[src/rtl/core/greedy_word_wrap_paginator_macros.svh]
// assertion helpers used by the paginator wrap core
// both expect i_clk and i_rst_n in scope
`ifndef GREEDY_WORD_WRAP_PAGINATOR_MACROS_SVH
`define GREEDY_WORD_WRAP_PAGINATOR_MACROS_SVH

// condition holds on every clock out of reset
`define GWWP_CHECK(label, cond) \
    label: assert property (@(posedge i_clk) disable iff (!i_rst_n) (cond)) \
        else $error("gwwp check failed");

// trigger in one cycle implies consequence in the next
`define GWWP_CHECK_NEXT(label, trig, cons) \
    label: assert property (@(posedge i_clk) disable iff (!i_rst_n) (trig) |=> (cons)) \
        else $error("gwwp next-cycle check failed");

`endif

[src/rtl/core/gwwp_pkg.sv]
package gwwp_pkg;

    localparam int OFFSET_W = 32;
    localparam int LEN_W    = 7;
    localparam int PAGE_W   = 6;
    localparam int BYTE_W   = 8;
    localparam int CFG_IDX_W = 2;

    localparam logic [BYTE_W-1:0] CHAR_CR    = 8'h0D;
    localparam logic [BYTE_W-1:0] CHAR_LF    = 8'h0A;
    localparam logic [BYTE_W-1:0] CHAR_SPACE = 8'h20;

    localparam logic CMD_TEXT  = 1'b0;
    localparam logic CMD_FLUSH = 1'b1;

    localparam logic [LEN_W-1:0]    LINE_WIDTH_RST     = 7'd49;
    localparam logic [PAGE_W-1:0]   LINES_PER_PAGE_RST = 6'd25;
    localparam logic [OFFSET_W-1:0] START_OFFSET_RST   = 32'd0;

    typedef enum logic [CFG_IDX_W-1:0] {
        REG_LINE_WIDTH     = 2'd0,
        REG_LINES_PER_PAGE = 2'd1,
        REG_START_OFFSET   = 2'd2
    } t_cfg_reg;

    typedef struct packed {
        logic [LEN_W-1:0]  line_width;
        logic [PAGE_W-1:0] lines_per_page;
    } t_cfg;

    typedef struct packed {
        logic [OFFSET_W-1:0] line_offset;
        logic [LEN_W-1:0]    line_length;
        logic [PAGE_W-1:0]   line_index;
        logic                page_end;
        logic [OFFSET_W-1:0] next_offset;
        logic                text_end;
    } t_result;

endpackage

[src/rtl/core/gwwp_ifs.sv]
interface gwwp_in_if;
    import gwwp_pkg::*;

    logic              valid;
    logic              ready;
    logic              cmd;
    logic [BYTE_W-1:0] text_byte;

    modport source (output valid, output cmd, output text_byte, input ready);
    modport sink   (input valid, input cmd, input text_byte, output ready);
endinterface

interface gwwp_out_if;
    import gwwp_pkg::*;

    logic                valid;
    logic                ready;
    logic [OFFSET_W-1:0] line_offset;
    logic [LEN_W-1:0]    line_length;
    logic [PAGE_W-1:0]   line_index;
    logic                page_end;
    logic [OFFSET_W-1:0] next_offset;
    logic                text_end;

    modport source (output valid, output line_offset, output line_length,
                    output line_index, output page_end, output next_offset,
                    output text_end, input ready);
    modport sink   (input valid, input line_offset, input line_length,
                    input line_index, input page_end, input next_offset,
                    input text_end, output ready);
endinterface

interface gwwp_cfg_if;
    import gwwp_pkg::*;

    logic                 valid;
    logic                 ready;
    logic [CFG_IDX_W-1:0] index;
    logic [OFFSET_W-1:0]  data;

    modport source (output valid, output index, output data, input ready);
    modport sink   (input valid, input index, input data, output ready);
endinterface

[src/rtl/core/gwwp_wrap_core.sv]
`include "greedy_word_wrap_paginator_macros.svh"

module gwwp_wrap_core #(
    parameter int LINE_CAP       = 96,
    parameter int PAGE_LINES_CAP = 40
) (
    input  logic                              i_clk,
    input  logic                              i_rst_n,
    input  logic                              i_step,
    input  logic                              i_cmd,
    input  logic [gwwp_pkg::BYTE_W-1:0]       i_text_byte,
    input  gwwp_pkg::t_cfg                    i_cfg,
    input  logic                              i_restart,
    input  logic [gwwp_pkg::OFFSET_W-1:0]     i_restart_at,
    output logic                              o_emit,
    output gwwp_pkg::t_result                 o_res
);
    import gwwp_pkg::*;

    localparam int CW = $clog2(LINE_CAP);
    localparam logic [7:0] LIMIT_MAX = 8'(LINE_CAP - 1);
    localparam logic [6:0] PAGE_MAX  = 7'(PAGE_LINES_CAP);

    logic [OFFSET_W-1:0] r_byte_pos, n_byte_pos;
    logic [OFFSET_W-1:0] r_line_start, n_line_start;
    logic [CW-1:0]       r_line_count, n_line_count;
    logic                r_space_seen, n_space_seen;
    logic [OFFSET_W-1:0] r_space_offset, n_space_offset;
    logic [CW-1:0]       r_space_column, n_space_column;
    logic [CW-1:0]       r_tail_count, n_tail_count;
    logic [PAGE_W-1:0]   r_page_idx, n_page_idx;

    logic [7:0]          width_clamped;
    logic [CW-1:0]       limit;
    logic [6:0]          page_size;
    logic                page_full;
    logic [CW:0]         count_inc;
    logic                is_space;
    logic                seen;
    logic [OFFSET_W-1:0] soff;
    logic [CW-1:0]       scol;
    logic [CW-1:0]       tail;
    logic [CW-1:0]       len;
    logic [CW+LEN_W-1:0] len_ext;

    // clamp configured limits into their legal ranges
    always_comb begin
        width_clamped = {1'b0, i_cfg.line_width};
        if (width_clamped == 8'd0) begin
            width_clamped = 8'd1;
        end
        if (width_clamped > LIMIT_MAX) begin
            width_clamped = LIMIT_MAX;
        end
        limit = width_clamped[CW-1:0];

        page_size = {1'b0, i_cfg.lines_per_page};
        if (page_size == 7'd0) begin
            page_size = 7'd1;
        end
        if (page_size > PAGE_MAX) begin
            page_size = PAGE_MAX;
        end
    end

    assign page_full = ({1'b0, r_page_idx} + 7'd1) >= page_size;
    assign count_inc = {1'b0, r_line_count} + {{CW{1'b0}}, 1'b1};
    assign is_space  = (i_text_byte == CHAR_SPACE);
    assign seen      = r_space_seen | is_space;
    assign soff      = is_space ? r_byte_pos : r_space_offset;
    assign scol      = is_space ? r_line_count : r_space_column;
    assign tail      = is_space ? '0 : r_tail_count + {{(CW-1){1'b0}}, 1'b1};

    always_comb begin
        n_byte_pos     = r_byte_pos;
        n_line_start   = r_line_start;
        n_line_count   = r_line_count;
        n_space_seen   = r_space_seen;
        n_space_offset = r_space_offset;
        n_space_column = r_space_column;
        n_tail_count   = r_tail_count;
        n_page_idx     = r_page_idx;
        o_emit         = 1'b0;
        len            = r_line_count;
        o_res.line_offset = r_line_start;
        o_res.next_offset = r_byte_pos;
        o_res.text_end    = 1'b0;
        o_res.line_index  = r_page_idx;
        o_res.page_end    = page_full;

        if (i_restart) begin
            n_byte_pos     = i_restart_at;
            n_line_start   = i_restart_at;
            n_line_count   = '0;
            n_space_seen   = 1'b0;
            n_space_offset = '0;
            n_space_column = '0;
            n_tail_count   = '0;
            n_page_idx     = '0;
        end else if (i_step) begin
            if (i_cmd == CMD_FLUSH) begin
                o_emit         = 1'b1;
                o_res.text_end = 1'b1;
                n_line_start   = r_byte_pos;
                n_line_count   = '0;
                n_space_seen   = 1'b0;
                n_space_offset = '0;
                n_space_column = '0;
                n_tail_count   = '0;
                n_page_idx     = '0;
            end else begin
                n_byte_pos = r_byte_pos + 32'd1;
                case (i_text_byte)
                    CHAR_CR: begin
                    end
                    CHAR_LF: begin
                        o_emit            = 1'b1;
                        o_res.next_offset = r_byte_pos + 32'd1;
                        n_line_start      = r_byte_pos + 32'd1;
                        n_line_count      = '0;
                        n_space_seen      = 1'b0;
                        n_space_offset    = '0;
                        n_space_column    = '0;
                        n_tail_count      = '0;
                        n_page_idx        = page_full ? '0 : r_page_idx + 6'd1;
                    end
                    default: begin
                        if (count_inc >= {1'b0, limit}) begin
                            o_emit     = 1'b1;
                            n_page_idx = page_full ? '0 : r_page_idx + 6'd1;
                            n_space_seen   = 1'b0;
                            n_space_offset = '0;
                            n_space_column = '0;
                            if (seen) begin
                                // break at last space, tail carries over
                                len               = scol;
                                o_res.next_offset = soff + 32'd1;
                                n_line_start      = soff + 32'd1;
                                n_line_count      = tail;
                                n_tail_count      = tail;
                            end else begin
                                // hard cut at the limit
                                len               = count_inc[CW-1:0];
                                o_res.next_offset = r_byte_pos + 32'd1;
                                n_line_start      = r_byte_pos + 32'd1;
                                n_line_count      = '0;
                                n_tail_count      = '0;
                            end
                        end else begin
                            n_line_count   = count_inc[CW-1:0];
                            n_space_seen   = seen;
                            n_space_offset = soff;
                            n_space_column = scol;
                            n_tail_count   = tail;
                        end
                    end
                endcase
            end
        end

        len_ext           = {{LEN_W{1'b0}}, len};
        o_res.line_length = len_ext[LEN_W-1:0];
    end

    always_ff @(posedge i_clk) begin
        if (!i_rst_n) begin
            r_byte_pos     <= START_OFFSET_RST;
            r_line_start   <= START_OFFSET_RST;
            r_line_count   <= '0;
            r_space_seen   <= 1'b0;
            r_space_offset <= '0;
            r_space_column <= '0;
            r_tail_count   <= '0;
            r_page_idx     <= '0;
        end else begin
            r_byte_pos     <= n_byte_pos;
            r_line_start   <= n_line_start;
            r_line_count   <= n_line_count;
            r_space_seen   <= n_space_seen;
            r_space_offset <= n_space_offset;
            r_space_column <= n_space_column;
            r_tail_count   <= n_tail_count;
            r_page_idx     <= n_page_idx;
        end
    end

    `GWWP_CHECK(a_count_in_range, {1'b0, r_line_count} <= {1'b0, LIMIT_MAX[CW-1:0]})
    `GWWP_CHECK(a_tail_within_line, r_tail_count <= r_line_count)
    `GWWP_CHECK(a_space_within_line, !r_space_seen || (r_space_column <= r_line_count))
    `GWWP_CHECK_NEXT(a_page_wraps, o_emit && o_res.page_end, r_page_idx == '0)
    `GWWP_CHECK_NEXT(a_restart_aligns, i_restart,
        (r_line_start == r_byte_pos) && (r_line_count == '0) && (r_page_idx == '0))

endmodule

[src/rtl/core/greedy_word_wrap_paginator.sv]
// channel   dir  handshake      payload
// i_in      in   valid/ready    cmd, text_byte
// o_out     out  valid/ready    line_offset, line_length, line_index, page_end,
//                               next_offset, text_end
// i_cfg     in   valid/ready    index, data (ready always high)
//
// one word per cycle sustained: input register, one pass through the wrap core,
// result register; the line for a word is registered in the result register
// carriage returns and visible bytes that do not break a line give no result
// a stalled o_out holds the result register; the input register still takes one
// more word, then i_in.ready drops until the result is taken
// synchronous active-low reset restores line_width 49, lines_per_page 25, offset 0
module greedy_word_wrap_paginator #(
    parameter int LINE_CAP       = 96,
    parameter int PAGE_LINES_CAP = 40
) (
    input  logic              i_clk,
    input  logic              i_rst_n,
    gwwp_in_if.sink           i_in,
    gwwp_out_if.source        o_out,
    gwwp_cfg_if.sink          i_cfg
);
    import gwwp_pkg::*;

    // input register
    logic              r_in_valid;
    logic              r_in_cmd;
    logic [BYTE_W-1:0] r_in_byte;

    // configuration registers
    logic [LEN_W-1:0]    r_line_width;
    logic [PAGE_W-1:0]   r_lines_per_page;

    // result register
    logic    r_out_valid;
    t_result r_out;

    logic    advance;
    logic    in_take;
    logic    cfg_write;
    logic    restart;
    logic    emit;
    t_cfg    cfg;
    t_result res;

    // the input register moves on whenever the result register has room
    assign advance    = r_in_valid && (!r_out_valid || o_out.ready);
    assign i_in.ready = !r_in_valid || advance;
    assign in_take    = i_in.valid && i_in.ready;

    assign i_cfg.ready = 1'b1;
    assign cfg_write   = i_cfg.valid;
    // writing the start offset restarts the stream at that offset
    assign restart     = cfg_write && (i_cfg.index == REG_START_OFFSET);

    assign cfg.line_width     = r_line_width;
    assign cfg.lines_per_page = r_lines_per_page;

    always_ff @(posedge i_clk) begin
        if (!i_rst_n) begin
            r_in_valid <= 1'b0;
        end else if (in_take) begin
            r_in_valid <= 1'b1;
        end else if (advance) begin
            r_in_valid <= 1'b0;
        end
    end

    always_ff @(posedge i_clk) begin
        if (in_take) begin
            r_in_cmd  <= i_in.cmd;
            r_in_byte <= i_in.text_byte;
        end
    end

    always_ff @(posedge i_clk) begin
        if (!i_rst_n) begin
            r_line_width     <= LINE_WIDTH_RST;
            r_lines_per_page <= LINES_PER_PAGE_RST;
        end else if (cfg_write) begin
            case (i_cfg.index)
                REG_LINE_WIDTH: begin
                    r_line_width <= i_cfg.data[LEN_W-1:0];
                end
                REG_LINES_PER_PAGE: begin
                    r_lines_per_page <= i_cfg.data[PAGE_W-1:0];
                end
                REG_START_OFFSET: begin
                    // no stored copy, the write restarts the wrap core directly
                end
                default: begin
                end
            endcase
        end
    end

    gwwp_wrap_core #(
        .LINE_CAP       (LINE_CAP),
        .PAGE_LINES_CAP (PAGE_LINES_CAP)
    ) u_core (
        .i_clk        (i_clk),
        .i_rst_n      (i_rst_n),
        .i_step       (advance),
        .i_cmd        (r_in_cmd),
        .i_text_byte  (r_in_byte),
        .i_cfg        (cfg),
        .i_restart    (restart),
        .i_restart_at (i_cfg.data),
        .o_emit       (emit),
        .o_res        (res)
    );

    // result register: loads on a producing step, clears once taken
    always_ff @(posedge i_clk) begin
        if (!i_rst_n) begin
            r_out_valid <= 1'b0;
        end else if (advance) begin
            r_out_valid <= emit;
        end else if (o_out.ready) begin
            r_out_valid <= 1'b0;
        end
    end

    always_ff @(posedge i_clk) begin
        if (advance && emit) begin
            r_out <= res;
        end
    end

    assign o_out.valid       = r_out_valid;
    assign o_out.line_offset = r_out.line_offset;
    assign o_out.line_length = r_out.line_length;
    assign o_out.line_index  = r_out.line_index;
    assign o_out.page_end    = r_out.page_end;
    assign o_out.next_offset = r_out.next_offset;
    assign o_out.text_end    = r_out.text_end;

endmodule
[src/flat_wrapper.sv]
// flat-port wrapper written by rule: the top's interface ports become plain ports
module greedy_word_wrap_paginator_flat import gwwp_pkg::*;
#(
    parameter int LINE_CAP       = 96,
    parameter int PAGE_LINES_CAP = 40
)
  (i_clk, i_rst_n, i_in_valid, i_in_cmd, i_in_text_byte, i_in_ready, o_out_valid, o_out_line_offset, o_out_line_length, o_out_line_index, o_out_page_end, o_out_next_offset, o_out_text_end, o_out_ready, i_cfg_valid, i_cfg_index, i_cfg_data, i_cfg_ready);
  gwwp_in_if i_in_i ();
  gwwp_out_if o_out_i ();
  gwwp_cfg_if i_cfg_i ();
  input  logic i_clk;
  input  logic i_rst_n;
  input wire logic [$bits(i_in_i.valid)-1:0] i_in_valid;
  input wire logic [$bits(i_in_i.cmd)-1:0] i_in_cmd;
  input wire logic [$bits(i_in_i.text_byte)-1:0] i_in_text_byte;
  output wire logic [$bits(i_in_i.ready)-1:0] i_in_ready;
  output wire logic [$bits(o_out_i.valid)-1:0] o_out_valid;
  output wire logic [$bits(o_out_i.line_offset)-1:0] o_out_line_offset;
  output wire logic [$bits(o_out_i.line_length)-1:0] o_out_line_length;
  output wire logic [$bits(o_out_i.line_index)-1:0] o_out_line_index;
  output wire logic [$bits(o_out_i.page_end)-1:0] o_out_page_end;
  output wire logic [$bits(o_out_i.next_offset)-1:0] o_out_next_offset;
  output wire logic [$bits(o_out_i.text_end)-1:0] o_out_text_end;
  input wire logic [$bits(o_out_i.ready)-1:0] o_out_ready;
  input wire logic [$bits(i_cfg_i.valid)-1:0] i_cfg_valid;
  input wire logic [$bits(i_cfg_i.index)-1:0] i_cfg_index;
  input wire logic [$bits(i_cfg_i.data)-1:0] i_cfg_data;
  output wire logic [$bits(i_cfg_i.ready)-1:0] i_cfg_ready;
  assign i_in_i.valid = i_in_valid;
  assign i_in_i.cmd = i_in_cmd;
  assign i_in_i.text_byte = i_in_text_byte;
  assign i_in_ready = i_in_i.ready;
  assign o_out_valid = o_out_i.valid;
  assign o_out_line_offset = o_out_i.line_offset;
  assign o_out_line_length = o_out_i.line_length;
  assign o_out_line_index = o_out_i.line_index;
  assign o_out_page_end = o_out_i.page_end;
  assign o_out_next_offset = o_out_i.next_offset;
  assign o_out_text_end = o_out_i.text_end;
  assign o_out_i.ready = o_out_ready;
  assign i_cfg_i.valid = i_cfg_valid;
  assign i_cfg_i.index = i_cfg_index;
  assign i_cfg_i.data = i_cfg_data;
  assign i_cfg_ready = i_cfg_i.ready;
  greedy_word_wrap_paginator #(.LINE_CAP(LINE_CAP), .PAGE_LINES_CAP(PAGE_LINES_CAP)) u_core (.i_clk(i_clk), .i_rst_n(i_rst_n), .i_in(i_in_i), .o_out(o_out_i), .i_cfg(i_cfg_i));
endmodule
[config.mk]
export PLATFORM = sky130hd
export DESIGN_NAME = greedy_word_wrap_paginator_flat
export DESIGN_NICKNAME = d
export VERILOG_FILES = /design/src/rtl/core/gwwp_pkg.sv /design/src/rtl/core/gwwp_ifs.sv /design/src/rtl/core/gwwp_wrap_core.sv /design/src/rtl/core/greedy_word_wrap_paginator.sv /design/src/flat_wrapper.sv
export VERILOG_INCLUDE_DIRS = /design/src /design/src/rtl/core
export SDC_FILE = /design/constraint.sdc
export NUM_CORES = 1
export LEC_CHECK = 0
export BUFFER_PORTS_ARGS = -buffer_cell sky130_fd_sc_hd__buf_4
export CAP_MARGIN = 10
export CORE_ASPECT_RATIO = 1.4
export CORE_MARGIN = 4
export CORE_UTILIZATION = 30
export DETAILED_ROUTE_END_ITERATION = 10
export GPL_ROUTABILITY_DRIVEN = 1
export PLACE_DENSITY = 0.46
export SYNTH_ARGS = -nofsm -noshare
export SYNTH_HDL_FRONTEND = slang
export SYNTH_SLANG_ARGS = --single-unit
[constraint.sdc]
create_clock -name i_clk -period 4.2 [get_ports i_clk]
set_input_delay 0.42 -clock i_clk [delete_from_list [all_inputs] [get_ports i_clk]]
set_output_delay 0.42 -clock i_clk [all_outputs]
set_load 0.01 [all_outputs]
==> results.md, run 1 <==
- Number of top-level pins: 130
- CP arrival: 4.21 ns
- Port Buf Inserts: 128
- Final-stage net count: 1770
- Syn Area/Cell: 8.21 sq um
- Die Y: 256 um
- VDD IR max: 0.249 mV
- First-pass GRT wire length: 79900 um
- Largest net degree at the start of global routing: 48
- Routed Antenna Nets: 0
- WS Path Type: reg -> reg
- Unique masters post-synth: 76
- Req. time, crit path: 4.59 ns
- Die width: 185 um
- Worst-Skew Late Latency: 0.57 ns
- Post-CTS sizing: 0
- Post-CTS Hold Fix Bufs: 0
- Initial antenna violation count: 0
- Async SR Flop Fraction: 0%
- Crit path max fanout: 11
- Status: completed
- TNS Setup: 0 ns
- Total number of vias: 12900
- Post-route clock period utilization: 90.9%
- Worst Clk Skew: 0.0234 ns
- RSZ-0062 raised after global routing: false
- Layout cells sized above 1: 15.6%
- Leakage: 5.43 nW
- Yosys Warn Count: 0
- Share of the yosys chip area belonging to registers: 41.3%
- Post-synth EDFFs: 88
- Final Wtd Congestion: 0.953
- WL/cell: 23.6 um
- Synthesized area: 0.0131 sq mm
- Grt ovf: 0
- Worst setup EP type: flop
- Fill count: 4503
- Worst Tran Pin Value: 1.00 ns
- Slew margin rel.: 33.0%
- Root buf cell: clkbuf_16
- Final hold vios: 0
- Post-route minimum period: 3.82 ns
- GRT Util Overall: 21.8%
- CTS tree: done
- CP max stage delay: 0.53 ns
- Vias/cell: 5.66
- Full die area: 0.0473 sq mm
- Critical Path Start Type: flop
- Yosys reg bits: 227
- Number of H-tree levels: 1
- WL final: 53800 um
- Slew Limit Fails: 0
- Crit path cell chain: nor4b_2 -> and2_2 -> mux2i_1 -> inv_1 -> ha_1 -> nand3_1 -> nor2_1 -> mux2i_1 -> buf_4 -> or3_1 -> nor4_2 -> xor2_1 -> o22ai_1 -> o21ai_0
- Delay-heaviest family, CP: simple AND/OR/NAND/NOR gates
- Vias in the first global route: 12300
- Clock Path Buffers: 3
- Initial Util: 30.4%
- Worst-path clk slew: 0.06 ns
- Inserted Diodes: 0
- Synthesis-to-finish area growth: 20.4%
- Max frequency: 262 MHz
- Initial DRC Count: 1130
- Synthesized Nets: 1666
- Core Rows: 90
- First drt pass iteration count: 6
- Final Setup Violations: 0
- Most frequent cell on the critical path: mux2i_1
- Hold WC Path Type: in -> reg
- Core area: 0.0432 sq mm
- Post-DP HPWL: 39300 um
- Post-Syn Instances: 1600
- Crit path buffers/inverters: 2
- PwrDens: 337 mW/mm^2
- CP max-delay cell: or3_1
- Clk sinks: 227
- Ys flop type: dfxtp_1
- Max cap viols: 0
- Final design utilization: 36.6%
- CTS Buf Count: 26
- Post-CTS setup buffers: 0
- Residual DRC: 0
-- cells by family (layout without fill, tap and decap cells) --
logic type | Yosys count | after routing | share of synthesized area (%)
DFF | 227 | 227 | 41.3
adders and majority gates | 18 | 18 | 1.71
AOI/OAI and AO/OA | 441 | 441 | 20.4
muxes | 42 | 42 | 3.26
and+or+nand+nor | 623 | 623 | 22.0
other | 1 | 1 | 0.0285
xor gates and xnor gates | 106 | 106 | 7.07
buffers and inverters | 142 | 266 | 4.25
-- layer usage --
| layer | track usage, % | share of wire (%) | vias to the layer above |
|---|---|---|---|
| li1 | - | - | 6025 |
| met2 | 34.4 | 45 | 550 |
| met4 | 8.87 | 4.5 | 0 |
| met3 | 2.81 | 7.4 | 119 |
| met5 | 0 | 0 | - |
| met1 | 30.2 | 43 | 6187 |
-- metrics by stage --
| step | area, sq um | cells | setup slack, ns | total power, mW | hold WS [ns] |
|---|---|---|---|---|---|
| 2_1_floorplan | 13100 | 1600 | 0.0957 | 2.74 | 0.403 |
| 3_3_place_gp | 14900 | 2227 | 0.360 | 2.98 | 0.417 |
| 3_5_place_dp | 14900 | 2227 | 0.248 | 2.98 | 0.420 |
| 4_1_cts | 15800 | 2275 | 0.222 | 5.39 | 0.0218 |
| 5_1_grt | 15800 | 2276 | 0.0474 | 5.52 | 0.0325 |
| 6_report | 15800 | 2276 | 0.380 | 5.34 | 0.0414 |
-- sequential cells by signal (all words and copies together) (netlist names), 6 cells and up --
name and flops:
u_core.u_core.r_space_offset 32, u_core.r_lines_per_page 6, u_core.u_core.r_line_count 7, u_core.u_core.r_tail_count 7
u_core.r_in_byte 8, u_core.u_core.r_space_column 7, u_core.o_out.line_length 7, u_core.o_out.line_index 6
u_core.u_core.r_byte_pos 32, u_core.r_line_width 7, u_core.u_core.r_line_start 32, u_core.o_out.line_offset 32
u_core.u_core.r_page_idx 6, u_core.o_out.next_offset 32
-- final timing paths --
kind,startpoint,endpoint,slack (ns),cells past startpoint
setup reg to reg,u_core.r_in_byte[0],u_core.o_out.next_offset[28],0.38,14
hold / removal,i_in_text_byte[4],u_core.r_in_byte[4],0.04,1
hold reg to reg,u_core.u_core.r_line_start[23],u_core.o_out.line_offset[23],0.43,0
setup / recovery,u_core.r_in_byte[0],u_core.o_out.next_offset[28],0.38,14
-- synth_stat cells, types with 4 or more instances --
master    number  area, sq um
dfxtp_1      139         2780
o311ai_0       7         61.3
nand3_1       53          265
xnor2_1       66          578
and2_1         8         50.1
inv_1         14         52.6
nor4_1        23          144
o31ai_1       10         75.1
nor2_1       161          604
o21ai_0      117          586
edfxtp_1      88         2640
nand3b_1       4         30.0
a211o_1        5         43.8
o21bai_1       4         30.0
o22ai_1       17          106
ha_1          18          225
a211oi_1      16          120
o31a_1         7         61.3
nand2_1      231          867
a31oi_1       14         87.6
a21o_1         7         52.6
a221oi_1       6         52.6
a311oi_1       5         43.8
a22o_1         5         43.8
xor2_1        40          350
mux2_2         6         67.6
o221ai_1       7         61.3
buf_1          7         26.3
nand2b_1       7         43.8
nor2b_1        5         31.3
and3_1        19          119
clkbuf_1     107          402
or4_1          5         37.5
a22oi_1       17          128
nor3b_1        4         30.0
buf_2         11         55.1
a21oi_1      157          786
o211ai_1      14          105
nand4_1       37          231
or3_1         13         81.3
nor3_1        33          165
nor4b_1        4         35.0
mux2i_1       36          360
-- where the power goes --
group	switching [mW]	leakage (nW)	total [mW]	internal (mW)
sequential	0.0850	1.92	2.46	2.37
clock	0.996	0.435	2.40	1.40
combinational	0.295	3.07	0.487	0.192
total	1.38	5.43	5.34	3.96
-- area by class of cell --
| cell class | count | area [sq um] | share of cell area [%] |
|---|---|---|---|
| Clock buffer | 33 | 718 | 4.54 |
| Clock inverter | 15 | 168 | 1.06 |
| Inverter | 15 | 60.1 | 0.380 |
| Multi-Input combinational cell | 1231 | 7180 | 45.4 |
| Sequential cell | 227 | 5430 | 34.3 |
| Tap cell | 552 | 691 | 4.36 |
| Timing Repair Buffer | 203 | 1580 | 10.0 |
-- cells in the final DEF (no fill, tap or decap), drive strengths merged, types with 37 or more instances in the layout --
cell type	netlist	routed
a21oi	158	158
nor2	163	163
nand3	53	53
edfxtp	88	88
dfxtp	139	139
xor2	40	40
nand2	231	231
xnor2	66	66
buf	20	203
o21ai	118	118
nand4	37	37
Power figures use the tool's default switching activity.
==> run 2, diff against run 1 <==
- ABC_AREA: unset -> 1
==> run 2 against run 1 <==
  * Via count grew 7.3%
  * Highest routed layer unchanged
  * Fmax is 11% higher
  * Critical endpoint is now u_core.u_core.r_space_column[3]
  * Synthesized cell count up 25%
  * Critical path depth stayed put
  * Sequential power is essentially flat
  * Register-to-register slack gained 0.39 ns
  * Die area grew 6.8%
  * Final cell count is 19% higher
  * Sequential share of layout area decreased by 1.0 points
  * Synthesized area grew 7.0%
  * Clock skew is 0.0094 ns lower
==> results.md, run 2 <==
- Root buf cell: clkbuf_16
- Slew Limit Fails: 0
- Max frequency: 292 MHz
- Final Wtd Congestion: 0.939
- Residual DRC: 0
- Worst-Skew Late Latency: 0.56 ns
- Crit path max fanout: 26
- Cell Count, Final, Fillers Out: 2708
- Post-CTS Hold Fix Bufs: 0
- Post-route clock period utilization: 81.7%
- Post-CTS sizing: 0
- Most common cell in the netlist: nand2_1
- Slew margin rel.: 41.4%
- Ys flop type: dfxtp_1
- Number of top-level pins: 130
- Req. time, crit path: 4.58 ns
- Share of the yosys chip area belonging to registers: 38.6%
- Worst setup EP type: flop
- Largest net degree at the start of global routing: 78
- Yosys reg bits: 227
- GRT Util Overall: 19.7%
- Inserted Diodes: 0
- Unique masters post-synth: 52
- Clk sinks: 227
- Clock Path Buffers: 3
- Post-Place Cell Area: 0.0155 sq mm
- Post-DP HPWL: 36500 um
- WL final: 51700 um
- Die Y: 264 um
- Final hold vios: 0
- First drt pass iteration count: 9
- Total chip power: 5.30 mW
- Final-stage net count: 2138
- Vias/cell: 5.10
- Full die area: 0.0505 sq mm
- Final Setup Violations: 0
- Share of the synthesized area in the top cell type: 19.8%
- Routed Antenna Nets: 0
- Async SR Flop Fraction: 0%
- Synthesized Nets: 2066
- CTS Buf Count: 25
- Number of H-tree levels: 1
- Yosys Warn Count: 0
- Post-CTS setup buffers: 0
- Cells taking the most area after synthesis: dfxtp_1 20%, edfxtp_1 19%, nand2_1 15%
- Initial antenna violation count: 0
- Core Rows: 93
- Post-Syn Instances: 2000
- RSZ-0062 raised after global routing: false
- # placed instances: 2662
- Worst-path clk slew: 0.06 ns
- Core area: 0.0462 sq mm
- Commonest non-fill, non-tap cell in the layout: nand2_1
- Synthesis-to-finish area growth: 16.0%
- Post-synth top area cell: dfxtp_1
- VDD IR max: 0.250 mV
- WL/cell: 19.1 um
- Fill count: 4883
- Port Buf Inserts: 128
- Synthesized area: 0.0141 sq mm
- Post-synth EDFFs: 88
- Max cap viols: 0
- Storage cell area: 0.00543 sq mm
- Grt ovf: 0
- Most frequent cells in the layout: 553 x nand2_1, 185 x nor2_1, 179 x inv_1, 161 x buf_4, 156 x nand3_1
- Layout cells sized above 1: 15.0%
- First-pass GRT wire length: 78900 um
- Worst Clk Skew: 0.0140 ns
- TNS Setup: 0 ns
- Syn Area/Cell: 7.03 sq um
- Status: completed
- Hold WC Path Type: in -> reg
- Vias in the first global route: 13300
- Initial Util: 30.4%
- WS Path Type: reg -> reg
- Critical Path Start Type: flop
- CTS tree: done
- Post-route cell area: 0.0163 sq mm
- Worst hold margin: 0.0442 ns
- Initial DRC Count: 1146
- CP arrival: 3.81 ns
- PwrDens: 325 mW/mm^2
- Top cells by instance count after synthesis: 553 x nand2_1, 187 x nor2_1, 179 x inv_1, 156 x nand3_1, 139 x dfxtp_1
- Leakage: 6.67 nW
- Post-route minimum period: 3.43 ns
- Die width: 191 um
- Area occupied by multi-input gates: 0.00735 sq mm
- Total number of vias: 13800
- Worst Tran Pin Value: 0.879 ns
## run 2: logic make-up after synthesis
| family | Yosys count | synth area share, % |
|---|---|---|
| adder cells (fa/ha/maj) | 18 | 1.60 |
| other | 1 | 0.0267 |
| flip-flops | 227 | 38.6 |
| AO/OA/AOI/OAI | 402 | 17.7 |
| XOR/XNOR | 35 | 2.18 |
| multiplexers | 1 | 0.0712 |
| AND/OR/NAND/NOR | 999 | 30.5 |
| buffers and inverters | 317 | 9.32 |
## run 2: layout make-up
type | count | area share (%)
clock inverters | 12 | 0.498
flip-flops and latches | 227 | 33.2
inverters | 200 | 4.60
well taps | 617 | 4.73
clock buffers | 34 | 4.35
repair buffers | 162 | 7.53
multi-input cells | 1456 | 45.0
## run 2: path summary, 6_finish.rpt
kind / from / end / slack [ns] / depth (start not counted)
min reg2reg: u_core.u_core.r_line_start[14] / u_core.o_out.line_offset[14] / 0.42 / 0
min: i_in_text_byte[7] / u_core.r_in_byte[7] / 0.04 / 1
max reg2reg: u_core.u_core.r_line_count[0] / u_core.u_core.r_space_column[3] / 0.77 / 14
max: u_core.u_core.r_line_count[0] / u_core.u_core.r_space_column[3] / 0.77 / 14
## run 2: worst max-delay path, stage by stage (launching register included)
cell	delay (ns)
dfxtp_1	0.42
ha_1	0.22
nand3_1	0.12
nor3_1	0.21
xor2_1	0.16
inv_1	0.09
ha_1	0.29
o21ai_2	0.07
nor2_1	0.10
nand4_1	0.13
nand3_1	0.14
nand2_2	0.18
inv_2	0.57
buf_4	0.45
a211oi_1	0.08
## run 2: per-layer routing
metal  global-route usage (%)  up-vias  share of wire, %
li1                         -     6800                 -
met1                     25.2     6522                43
met2                     34.0      409                49
met3                     2.30       86               4.9
met4                     7.28        0               3.6
met5                        0        -                 0
## run 2: report_power, final
part,internal (mW),switching (mW),total [mW]
combinational,0.228,0.433,0.661
sequential,2.39,0.0748,2.47
clock,1.19,0.980,2.17
## run 2: stage by stage
step	utilization, %	setup slack [ns]
final	35.3	0.770
after global routing	35.3	0.472
after CTS	35.3	0.757
after detailed placement	33.6	0.792
after global placement	33.6	0.819
after floorplan	-	0.713
==> run 3, diff against run 2 <==
- clock period: 4.2 -> 3 ns (I/O delays scaled with it)
==> run 3 against run 2 <==
  * Design area increased by 4.3%
  * Non-clock buffer count increased by 46
  * Critical path depth increased by 1
  * Clock skew increased by 0.0051 ns
  * Register-to-register slack got worse by 0.60 ns
  * Via count increased by 2.0%
  * First-iteration DRC count decreased by 0.52%
  * Final cell count increased by 1.7%
==> results.md, run 3 (synthesized netlist as in run 2, its figures left out) <==
- Status: completed
- Inserted Diodes: 0
- Clk sinks: 227
- Fill count: 4888
- CP arrival: 3.10 ns
- Worst Tran Pin Value: 1.09 ns
- Grt ovf: 0
- VDD IR max: 0.347 mV
- M1 WL: 22600 um
- Post-route clock period utilization: 94.4%
- Cell Count, Final, Fillers Out: 2754
- Residual DRC: 0
- Final Wtd Congestion: 0.884
- Root buf cell: clkbuf_16
- Die Y: 264 um
- WS Path Type: reg -> reg
- Final hold vios: 0
- Synthesis-to-finish area growth: 21.0%
- Worst-Skew Late Latency: 0.56 ns
- FF-to-FF path depth: 15
- Total chip power: 7.69 mW
- Vias in the first global route: 13500
- Die width: 191 um
- Dpl ws: -0.0277 ns
- Vias/cell: 5.12
- Post-route minimum period: 2.83 ns
- Max cap viols: 0
- PwrDens: 452 mW/mm^2
- Number of top-level pins: 130
- Clock Path Buffers: 3
- Clk pwr share: 42.2%
- Final-stage net count: 2184
- Slew margin rel.: 27.2%
- Req. time, crit path: 3.27 ns
- Sw frac: 27.6%
- Full die area: 0.0505 sq mm
- Final Setup Violations: 0
- Initial antenna violation count: 0
- WL/cell: 19.5 um
- Worst Clk Skew: 0.0192 ns
- # placed instances: 2692
- Slew Limit Fails: 0
- Crit path to: u_core.o_out.line_offset[1]
- Post-DP HPWL: 37600 um
- Worst hold margin: 0.0279 ns
- Initial DRC Count: 1140
- GRT Util Overall: 20.5%
- Sequential power share: 44.8%
- Core Rows: 93
- Setup WS post-layout: 0.168 ns
- Uppermost layer routed: met4
- Met2 wire len: 26400 um
- CTS Buf Count: 25
- Combinational power share: 13.0%
- Hold WC Path Type: in -> reg
- Port Buf Inserts: 128
- CTS tree: done
- Setup crit start: u_core.u_core.r_line_count[0]
- First drt pass iteration count: 7
- NetSw: 2.12 mW
- Met3 WL: 2940 um
- Most frequent cells in the layout: 553 x nand2_1, 183 x nor2_1, 179 x inv_1, 176 x buf_4, 155 x nand3_1
- Largest net degree at the start of global routing: 78
- Reg2Reg Capture Point: u_core.o_out.line_offset[1]
- Total number of vias: 14100
- Initial Util: 30.4%
- Worst setup EP type: flop
- Layout cells sized above 1: 16.5%
- Critical Path Start Type: flop
- Routed Antenna Nets: 0
- FF-to-FF setup slack: 0.17 ns
- Leakage: 6.99 nW
- Core area: 0.0462 sq mm
- First-pass GRT wire length: 81500 um
- WL final: 53700 um
- Crit path max fanout: 16
- Commonest non-fill, non-tap cell in the layout: nand2_1
- RSZ-0062 raised after global routing: false
- Reg2reg start: u_core.u_core.r_line_count[0]
- Number of H-tree levels: 1
- Worst-path clk slew: 0.07 ns
- Power Internal: 5.56 mW
- Max frequency: 353 MHz
## run 3: what timing repair did
item / 4_1_cts / 5_1_grt
buffers inserted: 0 / 1
endpoints found under the hold margin: 13 / 0
hold buffers: 12 / 0
endpoints found under the setup margin: 0 / 95
gates resized for setup: 0 / 11
## run 3: how the worst min path moves through the flow
stage,from,cells after the start,end
detailed placement,u_core.u_core.r_line_start[23],0,u_core.o_out.line_offset[23]
finish,i_cfg_data[0],3,u_core.r_lines_per_page[0]
global route,i_cfg_data[0],3,u_core.r_line_width[0]
CTS,i_cfg_data[0],3,u_core.r_line_width[0]
global placement,u_core.u_core.r_line_start[25],0,u_core.o_out.line_offset[25]
floorplan,i_in_text_byte[0],0,u_core.r_in_byte[0]
## run 3: final cells by class
type | instances | area [sq um] | area share, %
Sequential cell | 227 | 5430 | 31.9
Inverter | 200 | 753 | 4.43
Timing Repair Buffer | 208 | 1850 | 10.8
Clock buffer | 30 | 664 | 3.90
Clock inverter | 16 | 174 | 1.02
Tap cell | 617 | 772 | 4.54
Multi-Input combinational cell | 1456 | 7380 | 43.4
## run 3: stage by stage
stage                     utilization, %  setup TNS, ns  area [sq um]
after global routing                36.8              0         17000
after detailed placement            34.5        -0.0277         16000
after global placement              34.5        -0.0144         16000
final                               36.8              0         17000
after floorplan                        -         -33.64         14100
after CTS                           36.6              0         16900
## run 3: metal layers
metal	GRT usage, %	vias up
li1	-	6902
met1	26.4	6635
met2	35.8	457
met3	2.45	97
met4	6.21	0
met5	0	-
## run 3: power by group through the flow
stage          registers (mW)  logic (mW)  clock network, mW
2_1_floorplan            3.48       0.616                  0
3_3_place_gp             3.51       0.959                  0
3_5_place_dp             3.51       0.968                  0
4_1_cts                  3.45       0.986               3.34
5_1_grt                  3.46        1.11               3.43
6_report                 3.45       0.995               3.24
## run 3: critical path: stages, from the launching register on
cell	delay [ns]
dfxtp_4	0.38
ha_4	0.14
nand3_2	0.09
nor3_2	0.21
xor2_1	0.15
inv_1	0.07
ha_1	0.28
o21ai_2	0.07
nor2_1	0.10
nand4_1	0.15
nand3_1	0.14
nand2_2	0.07
buf_4	0.16
nor2_4	0.16
buf_12	0.17
clkbuf_16	0.20
